### src/hw/rtl/efp_pkg.sv
// efp_pkg: shared types and constants of the escape-time fractal pixel core
// holds the register map, the configuration struct and controller/datapath links
// no dependencies
package efp_pkg;

  // image and number formats
  localparam int IMAGE_SIZE = 512;
  localparam int PIX_W      = 9;
  localparam int FRAC_W     = 28;
  localparam int Q_W        = 32;
  localparam int ZOOM_W     = 31;
  localparam int ITER_W     = 10;

  // pixel to plane mapping: 4*zoom*p / IMAGE_SIZE is a right shift
  localparam int MAP_SHIFT  = $clog2(IMAGE_SIZE) - 2;
  localparam int MAP_PROD_W = ZOOM_W + PIX_W;
  localparam int SPAN_W     = MAP_PROD_W - MAP_SHIFT;
  localparam int COORD_W    = SPAN_W + 3;

  // iteration widths: products kept after the 28-bit shift
  localparam int PROD_W = 2 * Q_W;
  localparam int SQ_W   = PROD_W - FRAC_W;
  localparam int SUM_W  = SQ_W + 1;
  localparam int NEW_W  = SQ_W + 2;

  localparam logic signed [SUM_W-1:0] ESC_LIMIT = SUM_W'(4) << FRAC_W;

  // colours
  localparam int COLOR_W = 24;
  localparam logic [COLOR_W-1:0] COLOR_ESCAPED = 24'h000000;
  localparam logic [COLOR_W-1:0] COLOR_BOUNDED = 24'hFF00FF;

  // configuration port
  localparam int ADDR_W = 5;
  localparam int DATA_W = 32;

  typedef enum logic [2:0] {
    REG_MODE     = 3'd0,
    REG_ZOOM     = 3'd1,
    REG_JULIA_RE = 3'd2,
    REG_JULIA_IM = 3'd3,
    REG_MAX_ITER = 3'd4
  } reg_idx_e;

  localparam logic              MODE_MANDELBROT = 1'b0;
  localparam logic              MODE_JULIA      = 1'b1;
  localparam logic [ZOOM_W-1:0] ZOOM_RESET      = ZOOM_W'(1) << FRAC_W;
  localparam logic [ITER_W-1:0] MAX_ITER_RESET  = ITER_W'(150);

  typedef struct packed {
    logic                    mode;
    logic [ZOOM_W-1:0]       zoom;
    logic signed [Q_W-1:0]   julia_re;
    logic signed [Q_W-1:0]   julia_im;
    logic [ITER_W-1:0]       max_iter;
  } cfg_t;

  // controller to datapath
  typedef struct packed {
    logic load_pix;
    logic map;
    logic init;
    logic mul;
    logic step;
    logic load_out;
    logic bnd;
  } cmd_t;

  // datapath to controller
  typedef struct packed {
    logic esc;
    logic ovf;
  } sts_t;

  // clamp a mapped coordinate into Q4.28
  function automatic logic signed [Q_W-1:0] sat_q(input logic signed [COORD_W-1:0] v);
    logic fits;
    fits = (&v[COORD_W-1:Q_W-1]) || ~(|v[COORD_W-1:Q_W-1]);
    if (fits) begin
      sat_q = v[Q_W-1:0];
    end else if (v[COORD_W-1]) begin
      sat_q = {1'b1, {(Q_W-1){1'b0}}};
    end else begin
      sat_q = {1'b0, {(Q_W-1){1'b1}}};
    end
  endfunction

endpackage

### src/hw/rtl/efp_ctrl.sv
// efp_ctrl: sequencing state machine and iteration counter
// depends on efp_pkg for cmd_t and sts_t; commands efp_datapath
module efp_ctrl (
  input  logic                         clk_i,
  input  logic                         rst_ni,
  input  logic                         s_valid_i,
  output logic                         s_ready_o,
  input  logic                         m_ready_i,
  output logic                         m_valid_o,
  input  logic [efp_pkg::ITER_W-1:0]   max_iter_i,
  input  efp_pkg::sts_t                sts_i,
  output efp_pkg::cmd_t                cmd_o
);

  typedef enum logic [2:0] {
    S_IDLE,
    S_MAP,
    S_INIT,
    S_MUL,
    S_EVAL,
    S_DONE
  } state_e;

  state_e                      state_q, state_d;
  logic [efp_pkg::ITER_W-1:0]  cnt_q, cnt_d;
  logic                        bnd_q, bnd_d;
  logic                        m_valid_q, m_valid_d;
  logic                        at_limit, out_free;

  assign at_limit  = (cnt_q == max_iter_i);
  assign out_free  = !m_valid_q || m_ready_i;
  assign s_ready_o = (state_q == S_IDLE);
  assign m_valid_o = m_valid_q;

  // next state and commands
  always_comb begin
    state_d   = state_q;
    cnt_d     = cnt_q;
    bnd_d     = bnd_q;
    m_valid_d = m_valid_q && !m_ready_i;
    cmd_o     = '0;
    cmd_o.bnd = bnd_q;
    case (state_q)
      S_IDLE: begin
        if (s_valid_i) begin
          cmd_o.load_pix = 1'b1;
          state_d        = S_MAP;
        end
      end
      S_MAP: begin
        cmd_o.map = 1'b1;
        state_d   = S_INIT;
      end
      S_INIT: begin
        cmd_o.init = 1'b1;
        cnt_d      = '0;
        state_d    = S_MUL;
      end
      S_MUL: begin
        cmd_o.mul = 1'b1;
        state_d   = S_EVAL;
      end
      S_EVAL: begin
        // escape is only tested after at least one update
        if ((cnt_q != '0) && sts_i.esc) begin
          bnd_d   = 1'b0;
          state_d = S_DONE;
        end else if (at_limit) begin
          bnd_d   = 1'b1;
          state_d = S_DONE;
        end else if (sts_i.ovf) begin
          bnd_d   = 1'b0;
          state_d = S_DONE;
        end else begin
          cmd_o.step = 1'b1;
          cnt_d      = cnt_q + 1'b1;
          state_d    = S_MUL;
        end
      end
      S_DONE: begin
        if (out_free) begin
          cmd_o.load_out = 1'b1;
          m_valid_d      = 1'b1;
          state_d        = S_IDLE;
        end
      end
      default: state_d = S_IDLE;
    endcase
  end

  // state and registered outputs
  always_ff @(posedge clk_i or negedge rst_ni) begin
    if (!rst_ni) begin
      state_q   <= S_IDLE;
      cnt_q     <= '0;
      bnd_q     <= 1'b0;
      m_valid_q <= 1'b0;
    end else begin
      state_q   <= state_d;
      cnt_q     <= cnt_d;
      bnd_q     <= bnd_d;
      m_valid_q <= m_valid_d;
    end
  end

  // checks
  a_accept_starts_map: assert property (@(posedge clk_i) disable iff (!rst_ni)
    (s_valid_i && s_ready_o) |=> (state_q == S_MAP))
    else $error("accepted word did not start mapping");

  a_load_into_free_slot: assert property (@(posedge clk_i) disable iff (!rst_ni)
    cmd_o.load_out |-> out_free)
    else $error("result loaded over a word not yet taken");

  a_load_sets_valid: assert property (@(posedge clk_i) disable iff (!rst_ni)
    cmd_o.load_out |=> m_valid_q)
    else $error("loaded result not presented");

  a_step_below_limit: assert property (@(posedge clk_i) disable iff (!rst_ni)
    cmd_o.step |-> (cnt_q != max_iter_i))
    else $error("iteration step issued at the limit");

endmodule

### config.mk
export PLATFORM = sky130hd
export DESIGN_NAME = efp_ctrl
export DESIGN_NICKNAME = d
export VERILOG_FILES = /design/src/hw/rtl/efp_pkg.sv /design/src/hw/rtl/efp_ctrl.sv
export SDC_FILE = /design/constraint.sdc
export NUM_CORES = 1
export LEC_CHECK = 0
export BUFFER_PORTS_ARGS = -buffer_cell sky130_fd_sc_hd__buf_4
export CAP_MARGIN = 20
export CORE_ASPECT_RATIO = 1.2
export CORE_UTILIZATION = 45
export DETAILED_ROUTE_END_ITERATION = 16
export HOLD_SLACK_MARGIN = 0.1
export PLACE_DENSITY = 0.68
export SYNTH_ARGS = -nofsm -noshare
export SYNTH_HDL_FRONTEND = slang
export SYNTH_SLANG_ARGS = --single-unit
### constraint.sdc
create_clock -name clk_i -period 3.2 [get_ports clk_i]
set_clock_uncertainty 0.1 [all_clocks]
set_input_delay 0.32 -clock clk_i [delete_from_list [all_inputs] [get_ports clk_i]]
set_output_delay 0.32 -clock clk_i [all_outputs]
set_load 0.03 [all_outputs]
==> results of run 1 <==
-- state kept, by name, summed over array words and instances (netlist names) --
name / cells
bnd_q: 1
cnt_q: 10
m_valid_o: 1
state_q: 3
-- cell usage after synthesis (all sizes together), types with 2 or more instances --
cell type,number
dfrtp,15
xnor2,10
nand2,9
nor4,9
inv,6
nor2,6
buf,5
a211o,4
and3,4
nand3,4
nor2b,4
and2,3
nand2b,3
nand4,3
clkbuf,2
ha,2
mux2i,2
nor3,2
nor3b,2
o21ai,2
o31ai,2
-- area by class of cell --
class | count | area share, %
repair buffers | 25 | 14.6
clock buffers | 4 | 2.02
flip-flops and latches | 15 | 28.8
multi-input cells | 84 | 49.9
inverters | 6 | 1.73
well taps | 31 | 2.98
-- logic make-up (layout without fill, tap and decap cells) --
group / count (synthesis) / count (layout) / share of synthesized area, %
DFF: 15 / 15 / 34.1
adders and majority gates: 2 / 2 / 2.27
xor gates and xnor gates: 10 / 10 / 9.32
and+or+nand+nor: 51 / 51 / 29.2
AOI/OAI and AO/OA: 18 / 18 / 15.3
muxes: 3 / 3 / 2.84
buffers and inverters: 13 / 35 / 6.93
-- layout by cell type (no fill, tap or decap), types with 3 or more instances in the layout --
cell / n
nor4_1: 6
and2_1: 3
nand3_1: 4
nand2b_1: 3
clkbuf_4: 3
a211o_1: 4
nor2b_1: 4
inv_1: 6
dfrtp_1: 15
xnor2_1: 8
nor4_2: 3
nand2_1: 9
buf_4: 24
nor2_1: 5
-- metal layers --
| layer | wire length [µm] | share of wire, % | vias to the layer above | global-route usage (%) |
|---|---|---|---|---|
| met1 | 1110 | 47 | 438 | 28.7 |
| met4 | 14 | 0.59 | 0 | 8.16 |
| met5 | 0 | 0 | - | 0 |
| li1 | - | - | 448 | - |
| met2 | 1160 | 49 | 16 | 30.2 |
| met3 | 77 | 3.3 | 2 | 2.27 |
-- final timing paths --
check                             to  slack, ps
hold reg to reg                bnd_q        450
min in group asynchronous   cnt_q[9]        330
max in group asynchronous   cnt_q[6]       2490
setup / recovery            cmd_o[2]        800
hold / removal             m_valid_o        220
setup reg to reg            cnt_q[2]       1140
-- power by group --
part	internal (mW)	switching (mW)	leakage (nW)
clock	0.0483	0.0611	0.0150
combinational	0.152	0.230	0.372
sequential	0.222	0.0464	0.200
total	0.422	0.337	0.587
-- through the flow --
| stage | cell area [µm²] | util [%] | hold WS (ps) |
|---|---|---|---|
| 3_5_place_dp | 1270 | 54.9 | 91.3 |
| 5_1_grt | 1300 | 56.5 | 251 |
| 4_1_cts | 1300 | 56.5 | 222 |
| 3_3_place_gp | 1270 | 54.9 | 92.3 |
| 6_report | 1300 | 56.5 | 224 |
| 2_1_floorplan | 1100 | - | -75.6 |
-- critical path, cell delays in order (launching register included) --
cell and delay [ps]:
dfrtp_1 440, xnor2_1 270, nand4_2 190, o31ai_4 540
nor2_4 70, buf_4 190
==> metrics list, run 1 <==
- Result of the run: finished, final reports clean
- For this design the static power due to leakage is 0.587 nW.
- Number of flops mapped to enable cells by yosys: 0
- Final routed wirelength across all metal layers: 2360 µm
* Row count: 19
- The area growth from synthesis to layout is 18.3%.
- Vias in the first global route: 871
- Areal power density over the cells: 583 mW/mm²
- Mean post-synth cell area: 9.83 µm²
- The worst hold path begins at m_ready_i.
- Summed over all layers, the global routing overflow is 0.
- Dividing the detail-routed wire length by the instance count gives 14.3 µm.
- Mapped Cells: 112
* Cell type with the highest aggregate area in the netlist: dfrtp_1
- Buffer count from post-CTS setup fixing: 0
- STA classifies the critical path startpoint as a flip-flop.
- No sink is reached through more buffers than the 2 on the longest clock path.
* Register cell area after layout: 375 µm²
* Fraction of registers with async set or reset after synthesis: 100%
- The worst register-to-register path begins at cnt_q[9].
- Detailed router's first-iteration violation count: 26
- Counting the fill cells in the layout gives 214.
- First element of the critical path: cnt_q[9]
- Hold Path Class: input port to flip-flop
* Detailed-route DRC error count: 0
* Routed vias: 904
* Critical path class: flip-flop to primary output
- Number of placed cells counting well taps: 160
- H-tree depth: 1
- The most used flip-flop cell after synthesis is dfrtp_1.
- Area share of the largest cell type after synthesis: 34.1%
- Max-slew violation total from the final report: 0
* Top Ports: 25
* Width of the chip: 47.2 µm
- Maximum number of pins on one net before global-route repair: 16
- Logic depth of the worst register-to-register path: 5
- Insertion delay to the later sink of the worst-skew pair: 280 ps
- The number of failing hold endpoints at the final stage is 0.
- Initial antenna violation count: 0
* Die boundary height: 56.2 µm
- Clock-pin slew was measured on the worst setup and hold paths at 90 ps.
- The count of buffers added on input and output ports is 24.
- Yosys mapped the design onto 42 distinct sky130hd cell types.
- Worst VDD drop: 0.488 mV
- Across all setup checks in the final design, the least slack found is 800 ps.
* NumNets Final: 153
- Worst hold stages: 3
* Routability Congestion: 0.785
* Maximum clock frequency: 417 MHz
- Headroom to the max-slew limit came out at 63.2%.
- The number of antenna diodes in the final layout is 0.
- Worst setup slack after placement: 1120 ps
- The HPWL after detailed placement is 1760 µm.
- Wire length of the first global-routing pass: 3840 µm
* Count of maximum capacitance violations: 0
- During synthesis, Yosys emitted a total of 0 warnings.
* Register bit count reported by yosys: 15
* Worst Path Arrival: 1980 ps
- Summed over all failing endpoints, the final setup total negative slack is 0 ps.
* Count of placed standard cells in the final layout, fillers left out: 165
* Vias per cell: 5.48
- Synthesized netlist net count: 130
- The worst path in the final design needs a cycle of 2400 ps, including I/O delays and setup.
* GRT Util Overall: 20.1%
* Area of the multi-input gates: 649 µm²
- Once the floorplan was initialized, standard cells occupied 47.7% of the core.
- The number of hold buffers added after CTS was 1.
- Clock tree synthesis selected as its root buffer the cell clkbuf_4.
* PnR Total Power: 0.760 mW
* Sequential-to-total area share from yosys stat: 34.1%
- CTS tree: built
* Clock sink count: 15
- CTS-repair resized insts: 0
- Share of final-layout standard cells stronger than drive strength 1: 31.3%
* Total iterations of the first detailed-routing run: 4
* Die Outline Area: 0.00265 mm²
- The cell area that synthesis handed to floorplanning was 0.00110 mm².
- Clock buffer count from CTS: 3
* Top cells by area, synth: dfrtp_1 (34%), xnor2_1 (6.4%), nor4_1 (3.4%)
* Top fanout value on the critical path: 9
- Ratio of final minimum period to clock period: 75.0%
* Worst Max-Slew Pin Slew: 551 ps
* Antenna Nets Post-Route: 0
- For the worst setup path, the data required time is 2780 ps.
* Endpoint kind of the worst setup timing path: primary output
* Unrepaired setup endpoints after global routing: false
- Core region area: 0.00231 mm²
- Final setup violating endpoints: 0
No activity file was read; power rests on OpenSTA's default activity.
==> run 2, diff against run 1 <==
Clock period 3.2 ns to 2.3 ns, I/O delays scaled along.
==> metrics list, run 2 (synthesized netlist as in run 1, its figures left out) <==
- Lkg Pwr: 0.595 nW
- At the worst endpoint, the required time is 1970 ps.
* Count of maximum capacitance violations: 0
- The initial antenna violation count came to 0.
- PnR Total Power: 1.06 mW
* Fill cells: 227
- Compared with the post-synthesis result, the final layout area differs by 19.1%.
- Most used cells in the layout excluding fill and tap cells: buf_4 (25), dfrtp_1 (15), nand2_1 (9)
- WL/cell: 14.1 µm
* Vias per cell: 5.46
- Setup repair after global routing left no endpoint under its margin.
* Flip-flop count of the largest register, all copies and words added: 10
- At the end of routability-driven placement, the weighted congestion stood at 0.810.
* Count of final hold-check violations: 0
* CTS Buffer Depth: 2
- Clock root buffer: clkbuf_4
- The worst setup path is captured at a primary output.
* Final routed wirelength across all metal layers: 2350 µm
- Vias in the first global route: 879
- Max-slew violation total from the final report: 0
- Ratio of final minimum period to clock period: 91.8%
* Total Negative Setup Slacks: 0 ps
- The initial utilization of the core area, before any placement, comes to 47.7%.
- Setup violations remaining at the end of the flow were counted as 0.
* Final critical delay including setup and external delays: 2110 ps
* Die boundary height: 56.2 µm
* H-tree depth: 1
* Width of the chip: 47.2 µm
* Clk pin slew, worst setup/hold paths: 100 ps
- Biggest register: cnt_q
- Post-detail-place hpwl: 1780 µm
- After floorplanning, the core was sized to cover 0.00231 mm².
- Along the worst path, the maximum fanout reaches 7.
* Wire length of the first global-routing pass: 3910 µm
- The floorplan has 19 rows.
- Worst Path Arrival: 1780 ps
* Hold Path Class: input port to flip-flop
* Worst rel slew slack: 64.7%
- The worst setup path is launched from a flip-flop.
- Maximum clock frequency: 474 MHz
* CTS tree: built
- Total iterations of the first detailed-routing run: 4
- At the end of the flow the core is filled with cells to 56.9%.
- Across every metal layer, demand over resource in global routing totals 20.2%.
- After the first detailed-routing iteration, the DRC count stood at 22.
* Insertion delay to the later sink of the worst-skew pair: 280 ps
- After detailed routing, the number of remaining DRC violations is 0.
* Total overflow reported by the global router: 0
- For the pin with the worst max-slew slack, the measured transition is 529 ps.
* Most common library cell in the layout ignoring fill and taps: buf_4
- The clock drives 15 sinks.
- Dividing total power by cell area gives a power density of 812 mW/mm².
- In this run the remaining antenna-violating nets after routing total 0.
- The flow ran to the end, and the final reports show no timing, DRC or antenna violations.
- Clock buffer count from CTS: 3
- Entering global routing, the biggest net connects 16 pins.
- The detailed router placed 907 vias in this run.
- Share of final-layout standard cells stronger than drive strength 1: 32.6%
- IR analysis of the VDD net gives a maximum drop of 0.606 mV.
- 25 I/O pins were placed.
* Antenna Cells: 0
- NumNets Final: 154
- The largest registers in the layout are cnt_q: 10 flops, state_q: 3 flops.
- Total of buffers placed on input and output ports: 24
* Die Outline Area: 0.00265 mm²
- The setup path with the least slack is of type flip-flop to primary output.
[run 2: power breakdown]
| part | total [mW] | internal (mW) | switching [mW] | leakage [nW] |
|---|---|---|---|---|
| registers | 0.372 | 0.309 | 0.0626 | 0.200 |
| clock network | 0.155 | 0.0646 | 0.0908 | 0.0177 |
| logic | 0.538 | 0.216 | 0.321 | 0.377 |
[run 2: final cells by class]
cell class,instances,area [µm²],area share (%)
well taps,31,38.8,2.96
repair buffers,26,198,15.1
clock buffers,3,22.5,1.72
clock inverters,1,5.00,0.382
flip-flops and latches,15,375,28.6
inverters,6,22.5,1.72
multi-input cells,84,649,49.5
[run 2: routing by layer]
metal | share of wire, % | routed length, µm | vias up | global-route usage [%]
li1 | - | - | 459 | -
met1 | 46 | 1080 | 428 | 28.1
met2 | 50 | 1180 | 16 | 31.5
met3 | 2.5 | 58 | 4 | 1.95
met4 | 1.2 | 28 | 0 | 7.35
met5 | 0 | 0 | - | 0
[run 2: critical path, cell delays in order (launching register included)]
cell     delay (ps)
dfrtp_1         500
nor4_2          350
a31o_2          240
o31ai_4          90
nor2_4          120
buf_4           180
[run 2: worst paths after layout]
kind / slack [ps] / cells past startpoint / from / to
min: 130 / 3 / m_ready_i / m_valid_o
min in group asynchronous: 220 / 2 / rst_ni / cnt_q[9]
max in group asynchronous: 1690 / 2 / rst_ni / bnd_q
max reg2reg: 230 / 6 / cnt_q[3] / cnt_q[8]
max: 190 / 5 / cnt_q[3] / cmd_o[2]
min reg2reg: 450 / 1 / bnd_q / bnd_q
[run 2: stage by stage]
| stage | instances | hold slack [ps] | area, µm² | setup WS [ps] |
|---|---|---|---|---|
| finish | 166 | 134 | 1310 | 189 |
| floorplan | 112 | -166 | 1100 | 353 |
| global placement | 160 | 1.32 | 1270 | 311 |
| global route | 166 | 132 | 1310 | 84.8 |
| detailed placement | 160 | -3.08 | 1270 | 261 |
| CTS | 166 | 128 | 1310 | 180 |
[run 2: timing repair]
| action | 4_1_cts | 5_1_grt |
|---|---|---|
| setup buffers | 1 | 0 |
| setup endpoints to repair | 1 | 0 |
| resized for setup | 0 | 0 |
| hold buffers | 1 | 0 |
| endpoints found under the hold margin | 15 | 0 |
