## config.mk

```make
export PLATFORM = sky130hd
export DESIGN_NAME = efp_cfg_regs
export DESIGN_NICKNAME = d
export VERILOG_FILES = /design/src/hw/rtl/efp_pkg.sv /design/src/hw/rtl/efp_cfg_regs.sv
export SDC_FILE = /design/constraint.sdc
export NUM_CORES = 1
export LEC_CHECK = 0
export BUFFER_PORTS_ARGS = -buffer_cell sky130_fd_sc_hd__buf_2
export CAP_MARGIN = 15
export CORE_ASPECT_RATIO = 0.8
export CORE_MARGIN = 10
export CORE_UTILIZATION = 45
export DETAILED_ROUTE_END_ITERATION = 8
export HOLD_SLACK_MARGIN = 0.1
export PLACE_DENSITY = 0.77
export SYNTH_ARGS = -nofsm -noshare
export SYNTH_HDL_FRONTEND = slang
export SYNTH_SLANG_ARGS = --single-unit
export TNS_END_PERCENT = 1
```

## constraint.sdc

```tcl
create_clock -name clk_i -period 1.3 [get_ports clk_i]
set_input_delay 0.26 -clock clk_i [delete_from_list [all_inputs] [get_ports clk_i]]
set_output_delay 0.26 -clock clk_i [all_outputs]
set_load 0.02 [all_outputs]
```

## src/hw/rtl/efp_pkg.sv

```systemverilog
// efp_pkg: shared types and constants of the escape-time fractal pixel core
// holds the register map, the configuration struct and controller/datapath links
// no dependencies
package efp_pkg;

  // image and number formats
  localparam int IMAGE_SIZE = 512;
  localparam int PIX_W      = 9;
  localparam int FRAC_W     = 28;
  localparam int Q_W        = 32;
  localparam int ZOOM_W     = 31;
  localparam int ITER_W     = 10;

  // pixel to plane mapping: 4*zoom*p / IMAGE_SIZE is a right shift
  localparam int MAP_SHIFT  = $clog2(IMAGE_SIZE) - 2;
  localparam int MAP_PROD_W = ZOOM_W + PIX_W;
  localparam int SPAN_W     = MAP_PROD_W - MAP_SHIFT;
  localparam int COORD_W    = SPAN_W + 3;

  // iteration widths: products kept after the 28-bit shift
  localparam int PROD_W = 2 * Q_W;
  localparam int SQ_W   = PROD_W - FRAC_W;
  localparam int SUM_W  = SQ_W + 1;
  localparam int NEW_W  = SQ_W + 2;

  localparam logic signed [SUM_W-1:0] ESC_LIMIT = SUM_W'(4) << FRAC_W;

  // colours
  localparam int COLOR_W = 24;
  localparam logic [COLOR_W-1:0] COLOR_ESCAPED = 24'h000000;
  localparam logic [COLOR_W-1:0] COLOR_BOUNDED = 24'hFF00FF;

  // configuration port
  localparam int ADDR_W = 5;
  localparam int DATA_W = 32;

  typedef enum logic [2:0] {
    REG_MODE     = 3'd0,
    REG_ZOOM     = 3'd1,
    REG_JULIA_RE = 3'd2,
    REG_JULIA_IM = 3'd3,
    REG_MAX_ITER = 3'd4
  } reg_idx_e;

  localparam logic              MODE_MANDELBROT = 1'b0;
  localparam logic              MODE_JULIA      = 1'b1;
  localparam logic [ZOOM_W-1:0] ZOOM_RESET      = ZOOM_W'(1) << FRAC_W;
  localparam logic [ITER_W-1:0] MAX_ITER_RESET  = ITER_W'(150);

  typedef struct packed {
    logic                    mode;
    logic [ZOOM_W-1:0]       zoom;
    logic signed [Q_W-1:0]   julia_re;
    logic signed [Q_W-1:0]   julia_im;
    logic [ITER_W-1:0]       max_iter;
  } cfg_t;

  // controller to datapath
  typedef struct packed {
    logic load_pix;
    logic map;
    logic init;
    logic mul;
    logic step;
    logic load_out;
    logic bnd;
  } cmd_t;

  // datapath to controller
  typedef struct packed {
    logic esc;
    logic ovf;
  } sts_t;

  // clamp a mapped coordinate into Q4.28
  function automatic logic signed [Q_W-1:0] sat_q(input logic signed [COORD_W-1:0] v);
    logic fits;
    fits = (&v[COORD_W-1:Q_W-1]) || ~(|v[COORD_W-1:Q_W-1]);
    if (fits) begin
      sat_q = v[Q_W-1:0];
    end else if (v[COORD_W-1]) begin
      sat_q = {1'b1, {(Q_W-1){1'b0}}};
    end else begin
      sat_q = {1'b0, {(Q_W-1){1'b1}}};
    end
  endfunction

endpackage

```

## src/hw/rtl/efp_cfg_regs.sv

```systemverilog
// efp_cfg_regs: configuration registers behind the APB-style port
// depends on efp_pkg for the register map and cfg_t
module efp_cfg_regs (
  input  logic                        clk_i,
  input  logic                        rst_ni,
  input  logic                        psel,
  input  logic                        penable,
  input  logic                        pwrite,
  input  logic [efp_pkg::ADDR_W-1:0]  paddr,
  input  logic [efp_pkg::DATA_W-1:0]  pwdata,
  output logic [efp_pkg::DATA_W-1:0]  prdata,
  output logic                        pready,
  output efp_pkg::cfg_t               cfg_o
);

  efp_pkg::cfg_t    cfg_q;
  logic             wr_en;
  efp_pkg::reg_idx_e idx;

  assign pready = 1'b1;
  assign wr_en  = psel && penable && pwrite;
  assign idx    = efp_pkg::reg_idx_e'(paddr[4:2]);
  assign cfg_o  = cfg_q;

  // register writes
  always_ff @(posedge clk_i or negedge rst_ni) begin
    if (!rst_ni) begin
      cfg_q.mode     <= efp_pkg::MODE_MANDELBROT;
      cfg_q.zoom     <= efp_pkg::ZOOM_RESET;
      cfg_q.julia_re <= '0;
      cfg_q.julia_im <= '0;
      cfg_q.max_iter <= efp_pkg::MAX_ITER_RESET;
    end else if (wr_en) begin
      case (idx)
        efp_pkg::REG_MODE:     cfg_q.mode     <= pwdata[0];
        efp_pkg::REG_ZOOM:     cfg_q.zoom     <= pwdata[efp_pkg::ZOOM_W-1:0];
        efp_pkg::REG_JULIA_RE: cfg_q.julia_re <= pwdata;
        efp_pkg::REG_JULIA_IM: cfg_q.julia_im <= pwdata;
        efp_pkg::REG_MAX_ITER: cfg_q.max_iter <= pwdata[efp_pkg::ITER_W-1:0];
        default: ;
      endcase
    end
  end

  // read back
  always_comb begin
    prdata = '0;
    case (idx)
      efp_pkg::REG_MODE:     prdata = efp_pkg::DATA_W'(cfg_q.mode);
      efp_pkg::REG_ZOOM:     prdata = efp_pkg::DATA_W'(cfg_q.zoom);
      efp_pkg::REG_JULIA_RE: prdata = cfg_q.julia_re;
      efp_pkg::REG_JULIA_IM: prdata = cfg_q.julia_im;
      efp_pkg::REG_MAX_ITER: prdata = efp_pkg::DATA_W'(cfg_q.max_iter);
      default:               prdata = '0;
    endcase
  end

endmodule

```

==> results by group, run 1 <==
Synthesis
  – Synth Net Count: 389
  – Synthesis Warnings: 0
  – Yosys cell types: 25
  – Avg Inst Size Synth: 14.1 um2
  – Mapped cell area: 4890 um2
  – Sequential cell area fraction in the yosys report: 54.4%
  – Seq cells post-synth: 106
  – Cells after Synth: 347

Final layout
  – Final nets: 604
  – Post-synthesis to final-layout area growth: 39.8%
  – Most common cell after layout, fill and taps aside: buf_2
  – Ratio of cells with drive above 1 in the final layout: 68.4%
  – Fillcell total: 803
  – Antenna diode count: 0
  – Finished Layout Cells: 707
  – Max reg flops: 106
  – Most frequent cells in the layout: buf_2, mux2_2, dfrtp_1, buf_4, buf_6

Power
  – Net switching power: 3750 uW
  – Worst IR Drop VDD: 0.836 mV
  – Pleak: 0.00345 uW
  – Fraction of power spent switching nets: 34.7%
  – Int Pwr: 7060 uW
  – P per Cell Area: 1580 nW/um2
  – Gate power share: 34.3%
  – Seq pwr share: 41.4%
  – Clk pwr share: 24.3%

STA
  – Setup slack after layout: -0.383 ns
  – Unrepaired setup endpoints after global routing: yes
  – Fin Hold WS: 0.165 ns
  – Final hold vios: 0
  – Skew final: 0 ns
  – Max-slew violations: 0
  – Final Cycle Share: 129%
  – Setup violations, final: 33
  – Achievable frequency: 594 MHz
  – Fin crit period: 1.68 ns

Clock tree
  – Clk slew on worst S/H paths: 0.07 ns
  – CTS tree: yes
  – CTS H-tree depth: 3
  – Clock latency on the worst-skew pair: 0.34 ns
  – Num Clock Sinks: 106
  – Inserted Clock Buffers: 9
  – Root Buffer: clkbuf_16
  – Clock tree buffer depth: 2

Floorplan
  – Die boundary width: 137 um
  – Die area: 15500 um2
  – Die height: 113 um
  – Core area: 10400 um2
  – Starting Density: 46.8%
  – Rows: 33
  – IO Count: 181

Min path
  – Hold Path Class: in2reg
  – Hold path cells: 2

Worst setup path
  – CP required: 1.04 ns
  – CP max FO: 2
  – Startpoint Class: flip-flop
  – R2R depth: 3
  – Setup crit end kind: output pin
  – WP data arrival: 1.42 ns
  – Crit path kind: reg2out

Placed design
  – Placed cell count: 688
  – PortBufs: 177
  – Routability cong.: 0.807
  – Post-detail-place hpwl: 11300 um
  – DP Worst Slack: -0.431 ns

Status
  – Run status: complete, but fails checks
  – Failing checks: setup timing

Global route
  – Vias in the first global route: 4364
  – First-pass GRT wire length: 24200 um
  – Tot GR Track Use: 19.6%
  – Antenna violations before repair: 1
  – Pin count of the biggest net entering global routing: 49
  – Total gr overflow: 0

Route
  – Vias/cell: 5.45
  – DR iter-0 viols: 212
  – WL final: 15300 um
  – Vias: 3852
  – Wire length per cell: 21.6 um
  – Drt first pass iters: 4
  – Final ANT Viol Nets: 0
  – # DRC: 0

Flow run
  – Max Cap Viol: 0
-- cells in the mapped netlist, drive strengths merged --
library cell,count,area [um2]
buf,20,146
nand4,1,6.26
nor2,23,88.8
dfrtp,101,2530
clkbuf,6,22.5
nand4b,1,23.8
nor2b,3,18.8
mux2,127,1430
nor3b,2,37.5
a22oi,31,233
nand2,1,3.75
nor3,2,21.3
o22ai,9,56.3
or4b,1,10.0
nand2b,1,6.26
conb,1,3.75
dfstp,5,131
o221ai,1,8.76
mux2i,11,110
-- path summary, 6_finish.rpt --
| path | startpoint | end | slack (ns) |
|---|---|---|---|
| max | cfg_o[105]$_DFFE_PN0P_ | prdata[0] | -0.38 |
| min | pwdata[31] | cfg_o[41]$_DFFE_PN0P_ | 0.17 |
| max reg2reg | cfg_o[105]$_DFFE_PN0P_ | cfg_o[105]$_DFFE_PN0P_ | 0.32 |
| min reg2reg | cfg_o[28]$_DFFE_PN0P_ | cfg_o[28]$_DFFE_PN0P_ | 0.52 |
| max in group asynchronous | rst_ni | cfg_o[40]$_DFFE_PN0P_ | 0.37 |
| min in group asynchronous | rst_ni | cfg_o[19]$_DFFE_PN0P_ | 0.36 |
-- what timing repair did --
action	in CTS	in global routing
pin swaps	4	5
gates cloned	1	0
endpoints found under the setup margin	43	80
hold buffers	1	0
resized for setup	35	37
setup buffers	1	0
hold endpoints to repair	18	0
-- metrics by stage --
stage	power, uW	setup TNS (ns)	util, %	area [um2]
2_1_floorplan	6420	-22.51	-	4940
3_3_place_gp	7870	-38.74	60.3	6290
3_5_place_dp	8000	-42.95	60.3	6290
4_1_cts	10800	-10.24	64.2	6710
5_1_grt	11300	-12.25	65.4	6830
6_report	10800	-9.70	65.4	6830
-- worst max-delay path, cell delays in order (launching register included) --
cell and delay (ns):
dfrtp_1 0.35, or4b_4 0.49, o221ai_2 0.09, buf_6 0.15
-- cell families (layout without fill, tap and decap cells) --
group,Yosys count,after routing,synth area share (%)
AOI/OAI and AO/OA,41,41,6.09
buffers and inverters,26,246,3.46
DFF,106,106,54.4
muxes,138,138,31.5
other,1,1,0.0768
and+or+nand+nor,35,35,4.43
-- cell type report --
| class | count | area (um2) | share of cell area, % |
|---|---|---|---|
| repair buffers | 230 | 1570 | 22.9 |
| flip-flops and latches | 106 | 2660 | 38.9 |
| clock buffers | 10 | 239 | 3.50 |
| multi-input cells | 215 | 2140 | 31.4 |
| well taps | 140 | 175 | 2.56 |
| clock inverters | 6 | 47.5 | 0.696 |
-- power groups by stage --
stage | Combinational [uW] | Sequential [uW] | Clock [uW]
after global placement | 3410 | 4460 | 0
final | 3710 | 4480 | 2620
after floorplan | 1170 | 5250 | 0
after global routing | 3960 | 4560 | 2820
after CTS | 3620 | 4460 | 2690
after detailed placement | 3490 | 4510 | 0
-- layer usage --
layer | global-route usage, % | vias to the layer above | wire length, um | share of wire (%)
met5 | 0 | - | 7 | 0.046
met4 | 5.81 | 2 | 194 | 1.3
met3 | 6.85 | 18 | 1310 | 8.6
met2 | 32.0 | 155 | 7400 | 48
met1 | 24.0 | 1973 | 6360 | 42
li1 | - | 1704 | - | -
Note: power is estimated with default switching activity, not from simulation.
==> run 2: changes to the inputs <==
--- a/config.mk
+++ b/config.mk
@@ -5,7 +5,7 @@
 export SDC_FILE = /design/constraint.sdc
 export NUM_CORES = 1
 export LEC_CHECK = 0
-export BUFFER_PORTS_ARGS = -buffer_cell sky130_fd_sc_hd__buf_2
+export BUFFER_PORTS_ARGS = -buffer_cell sky130_fd_sc_hd__buf_4
 export CAP_MARGIN = 15
 export CORE_ASPECT_RATIO = 0.8
 export CORE_MARGIN = 10
==> results by group, run 2 (synthesized netlist as in run 1, its figures left out) <==
Placed design
  – Placed cell count: 708
  – Cell Area, Placed: 6910 um2
  – Post-detail-place hpwl: 11500 um
  – PortBufs: 177
  – DP Worst Slack: -0.343 ns
  – Routability cong.: 0.821

Route
  – Final ANT Viol Nets: 0
  – Drt first pass iters: 4
  – Vias/cell: 5.33
  – Vias: 3891
  – Wire length per cell: 21.3 um
  – # DRC: 0
  – WL final: 15500 um
  – DR iter-0 viols: 190

STA
  – Final Cycle Share: 128%
  – Unrepaired setup endpoints after global routing: yes
  – Achievable frequency: 602 MHz
  – Final hold vios: 0
  – Fin crit period: 1.66 ns
  – Setup violations, final: 34
  – Fin Hold WS: 0.157 ns
  – Max-slew violations: 0
  – Skew final: 0 ns
  – Setup slack after layout: -0.361 ns
  – Final TNS setup: -9.50 ns

Final layout
  – Antenna diode count: 0
  – Most frequent cells in the layout: buf_4, mux2_2, dfrtp_1, buf_6, nor2_1
  – Register Area: 2660 um2
  – Layout Cell Area excl Fill: 7500 um2
  – Ratio of cells with drive above 1 in the final layout: 70.3%
  – Area of the multi-input gates: 2180 um2
  – Fillcell total: 758
  – Final nets: 627
  – Most common cell after layout, fill and taps aside: buf_4
  – Finished Layout Cells: 730
  – Post-synthesis to final-layout area growth: 53.5%
  – Max reg flops: 106

Worst setup path
  – CP max FO: 2
  – CP required: 1.04 ns
  – WP data arrival: 1.40 ns
  – Crit path kind: reg2out
  – Setup crit end kind: output pin
  – Startpoint Class: flip-flop

Floorplan
  – IO Count: 181
  – Die height: 113 um
  – Starting Density: 46.8%
  – Core area: 10400 um2
  – Die boundary width: 137 um
  – Rows: 33
  – Die area: 15500 um2

Power
  – Worst IR Drop VDD: 1.18 mV
  – P per Cell Area: 1540 nW/um2
  – Pleak: 0.00366 uW

Clock tree
  – Clk slew on worst S/H paths: 0.07 ns
  – CTS tree: yes
  – CTS H-tree depth: 3
  – Clock latency on the worst-skew pair: 0.34 ns
  – Inserted Clock Buffers: 9
  – Root Buffer: clkbuf_16
  – Num Clock Sinks: 106
  – Clock tree buffer depth: 2

Min path
  – Hold Path Class: in2reg

Status
  – Run status: complete, but fails checks
  – Failing checks: setup timing

Global route
  – Tot GR Track Use: 19.9%
  – Antenna violations before repair: 0
  – Total gr overflow: 0
  – Vias in the first global route: 4405
  – Pin count of the biggest net entering global routing: 31
  – First-pass GRT wire length: 24600 um

Flow run
  – Max Cap Viol: 0
## run 2: cell type report
class	instances	area share [%]
sequential	106	35.4
timing repair buffer	253	29.5
multi-input combinational	215	29.0
clock buffer	9	3.00
tap	140	2.33
clock inverter	7	0.734
## run 2: metrics by stage
step	power [uW]	utilization, %
after floorplan	6420	-
after global placement	8520	66.2
after detailed placement	8660	66.2
after CTS	11400	70.0
after global routing	12100	71.8
final	11500	71.8
## run 2: worst max-delay path, stage by stage (launching register included)
cell     delay (ns)
dfrtp_1        0.40
mux2_4         0.29
a22oi_1        0.14
nor2_1         0.06
buf_4          0.16
## run 2: worst paths after layout
kind                                             from  slack (ns)  cells past startpoint               endpoint
worst max-delay path            cfg_o[60]$_DFFE_PN0P_       -0.36                      4             prdata[18]
worst min-delay path                       pwdata[31]        0.16                      2  cfg_o[73]$_DFFE_PN0P_
worst max register to register  cfg_o[62]$_DFFE_PN0P_        0.23                      4  cfg_o[62]$_DFFE_PN0P_
worst min register to register  cfg_o[97]$_DFFE_PN0P_        0.54                      1  cfg_o[97]$_DFFE_PN0P_
max in group asynchronous                      rst_ni        0.36                      3  cfg_o[87]$_DFFE_PN0P_
min in group asynchronous                      rst_ni        0.38                      2  cfg_o[89]$_DFFE_PN0P_
## run 2: routing by layer
layer / vias to the layer above / part of all wire [%] / global-route usage [%]
met5: - / 0 / 0
met4: 0 / 1.4 / 4.89
met3: 17 / 8.5 / 6.85
met2: 149 / 47 / 32.5
met1: 1968 / 43 / 24.8
li1: 1757 / - / -
## run 2: repair_timing
action                                 4_1_cts  5_1_grt
setup endpoints to repair                   41       94
pin swaps                                    9        2
buffers inserted                             4        1
hold buffers                                 1        0
endpoints found under the hold margin       19        0
resized for setup                           21       46
## run 2: power breakdown
group          internal [uW]  switching, uW
sequential              3970            501
combinational           2350           2130
clock                   1310           1260
total                   7630           3890
==> run 3: changes to the inputs <==
--- a/config.mk
+++ b/config.mk
@@ -9,10 +9,11 @@
 export CAP_MARGIN = 15
 export CORE_ASPECT_RATIO = 0.8
 export CORE_MARGIN = 10
-export CORE_UTILIZATION = 45
+export CORE_UTILIZATION = 46
+export CTS_BUF_LIST = sky130_fd_sc_hd__clkbuf_2
 export DETAILED_ROUTE_END_ITERATION = 8
 export HOLD_SLACK_MARGIN = 0.1
-export PLACE_DENSITY = 0.77
+export PLACE_DENSITY = 0.78
 export SYNTH_ARGS = -nofsm -noshare
 export SYNTH_HDL_FRONTEND = slang
 export SYNTH_SLANG_ARGS = --single-unit
==> results by group, run 3 (synthesized netlist as in run 1, its figures left out) <==
Worst setup path
  – RR Startpoint: cfg_o[36]$_DFFE_PN0P_
  – Crit path kind: reg2out
  – R2R depth: 3
  – Largest stage delay, worst path: 0.45 ns
  – CP required: 1.04 ns
  – Slowest cell on crit path: dfrtp_1
  – Critical-path cell list: mux2_4 > a22oi_2 > nor2_1 > buf_4
  – R2R Path End: cfg_o[36]$_DFFE_PN0P_
  – Crit path from: cfg_o[30]$_DFFE_PN0P_
  – CP max FO: 2
  – Setup crit end kind: output pin
  – WP data arrival: 1.70 ns
  – Startpoint Class: flip-flop
  – R2R setup slack: 0.26 ns

Floorplan
  – Starting Density: 47.3%
  – Die boundary width: 135 um
  – Die height: 112 um
  – Core area: 10300 um2
  – Rows: 33
  – Die area: 15200 um2
  – IO Count: 181

Power
  – Pleak: 0.00384 uW
  – P per Cell Area: 1390 nW/um2
  – Worst IR Drop VDD: 0.935 mV

Flow run
  – Max Cap Viol: 0

Final layout
  – Finished Core Util: 78.2%
  – Max reg flops: 106
  – Antenna diode count: 0
  – Post-synthesis to final-layout area growth: 65.3%
  – Layout Cell Area excl Fill: 8080 um2
  – Register Area: 2660 um2
  – Fillcell total: 593
  – Area of the multi-input gates: 2250 um2
  – Most common cell after layout, fill and taps aside: buf_6
  – Final nets: 660
  – Ratio of cells with drive above 1 in the final layout: 68.8%
  – Most frequent cells in the layout: buf_6, mux2_2, buf_4, dfrtp_1, dlygate4sd3_1

Placed design
  – PortBufs: 177
  – Routability cong.: 0.807
  – DP Worst Slack: -0.367 ns
  – Post-detail-place hpwl: 11400 um
  – Cell Area, Placed: 6890 um2

STA
  – Setup slack after layout: -0.656 ns
  – Final hold vios: 0
  – Max-slew violations: 0
  – Unrepaired setup endpoints after global routing: yes
  – Setup violations, final: 138
  – Achievable frequency: 511 MHz
  – Skew final: 0 ns
  – Final Cycle Share: 150%
  – Final TNS setup: -37.09 ns
  – Fin crit period: 1.96 ns

Route
  – Wire length per cell: 21.8 um
  – # DRC: 0
  – Vias/cell: 5.32
  – WL final: 16600 um
  – Drt first pass iters: 4
  – DR iter-0 viols: 168
  – Vias: 4051
  – Final ANT Viol Nets: 0

Global route
  – Antenna violations before repair: 0
  – Tot GR Track Use: 21.1%
  – Pin count of the biggest net entering global routing: 56
  – Vias in the first global route: 4498
  – Total gr overflow: 0
  – First-pass GRT wire length: 25600 um

Clock tree
  – CTS tree: yes
  – Clk slew on worst S/H paths: 0.27 ns
  – Clock tree buffer depth: 2
  – Inserted Clock Buffers: 9
  – Root Buffer: clkbuf_2
  – Clock latency on the worst-skew pair: 0.55 ns
  – Num Clock Sinks: 106
  – CTS H-tree depth: 3

Status
  – Run status: complete, but fails checks
  – Failing checks: setup timing

Min path
  – Hold Path Class: in2async
[run 3: changes by cell type in the layout (fill, tap and decap cells not counted), moves of 2 or more]
cell / before / now
a22oi_1: 21 / 7
clkbuf_16: 9 / 0
dlygate4sd3_1: 1 / 34
clkinv_4: 3 / 0
bufinv_16: 0 / 2
clkbuf_2: 0 / 10
a22oi_2: 10 / 24
buf_4: 191 / 108
buf_6: 52 / 134
[run 3: per-stage QoR]
| step | total power [uW] | hold WS (ns) | std cells |
|---|---|---|---|
| floorplan | 6420 | -0.0356 | 347 |
| global placement | 8490 | 0.0733 | 703 |
| detailed placement | 8610 | 0.0721 | 703 |
| CTS | 11000 | 0.162 | 754 |
| global route | 11700 | 0.148 | 762 |
| finish | 11200 | 0.184 | 762 |
[run 3: timing repair]
action,4_1_cts,5_1_grt
pin swaps,8,0
endpoints found under the hold margin,212,0
gates cloned,0,0
hold buffers,34,0
resized for setup,124,40
setup buffers,2,8
setup endpoints to repair,138,138
[run 3: cell type report]
cell class,instances,area share (%)
Timing Repair Buffer,286,35.4
Sequential cell,106,32.9
Multi-Input combinational cell,215,27.9
Tap cell,140,2.17
Clock inverter,5,0.991
Clock buffer,10,0.620
[run 3: power by group]
group / total [uW] / internal [uW] / switching, uW
clock: 1680 / 627 / 1060
combinational: 4920 / 2750 / 2170
sequential: 4600 / 3960 / 641
[run 3: routing by layer]
layer  GRT usage [%]  vias to the layer above  part of all wire (%)
li1                -                     1825                     -
met1            23.4                     2031                    39
met2            37.0                      169                    50
met3            8.02                       26                   8.9
met4            5.95                        0                   1.8
met5               0                        -                     0
[run 3: worst max-delay path by stage]
stage	to	slack (ns)	depth (start not counted)
after floorplan	cfg_o[43]$_DFFE_PN0P_	-0.24	5
after global placement	prdata[0]	-0.30	4
after detailed placement	cfg_o[84]$_DFFE_PN0P_	-0.37	5
after CTS	prdata[0]	-0.67	3
after global routing	prdata[27]	-0.76	4
final	prdata[20]	-0.66	4
[run 3: worst max-delay path, delay by kind of cell, from the launching register on]
| kind | cells | cell delay, ns |
|---|---|---|
| AO/OA/AOI/OAI | 1 | 0.19 |
| multiplexers | 1 | 0.28 |
| AND/OR/NAND/NOR | 1 | 0.07 |
| flip-flops | 1 | 0.45 |
| buffers and inverters | 1 | 0.17 |
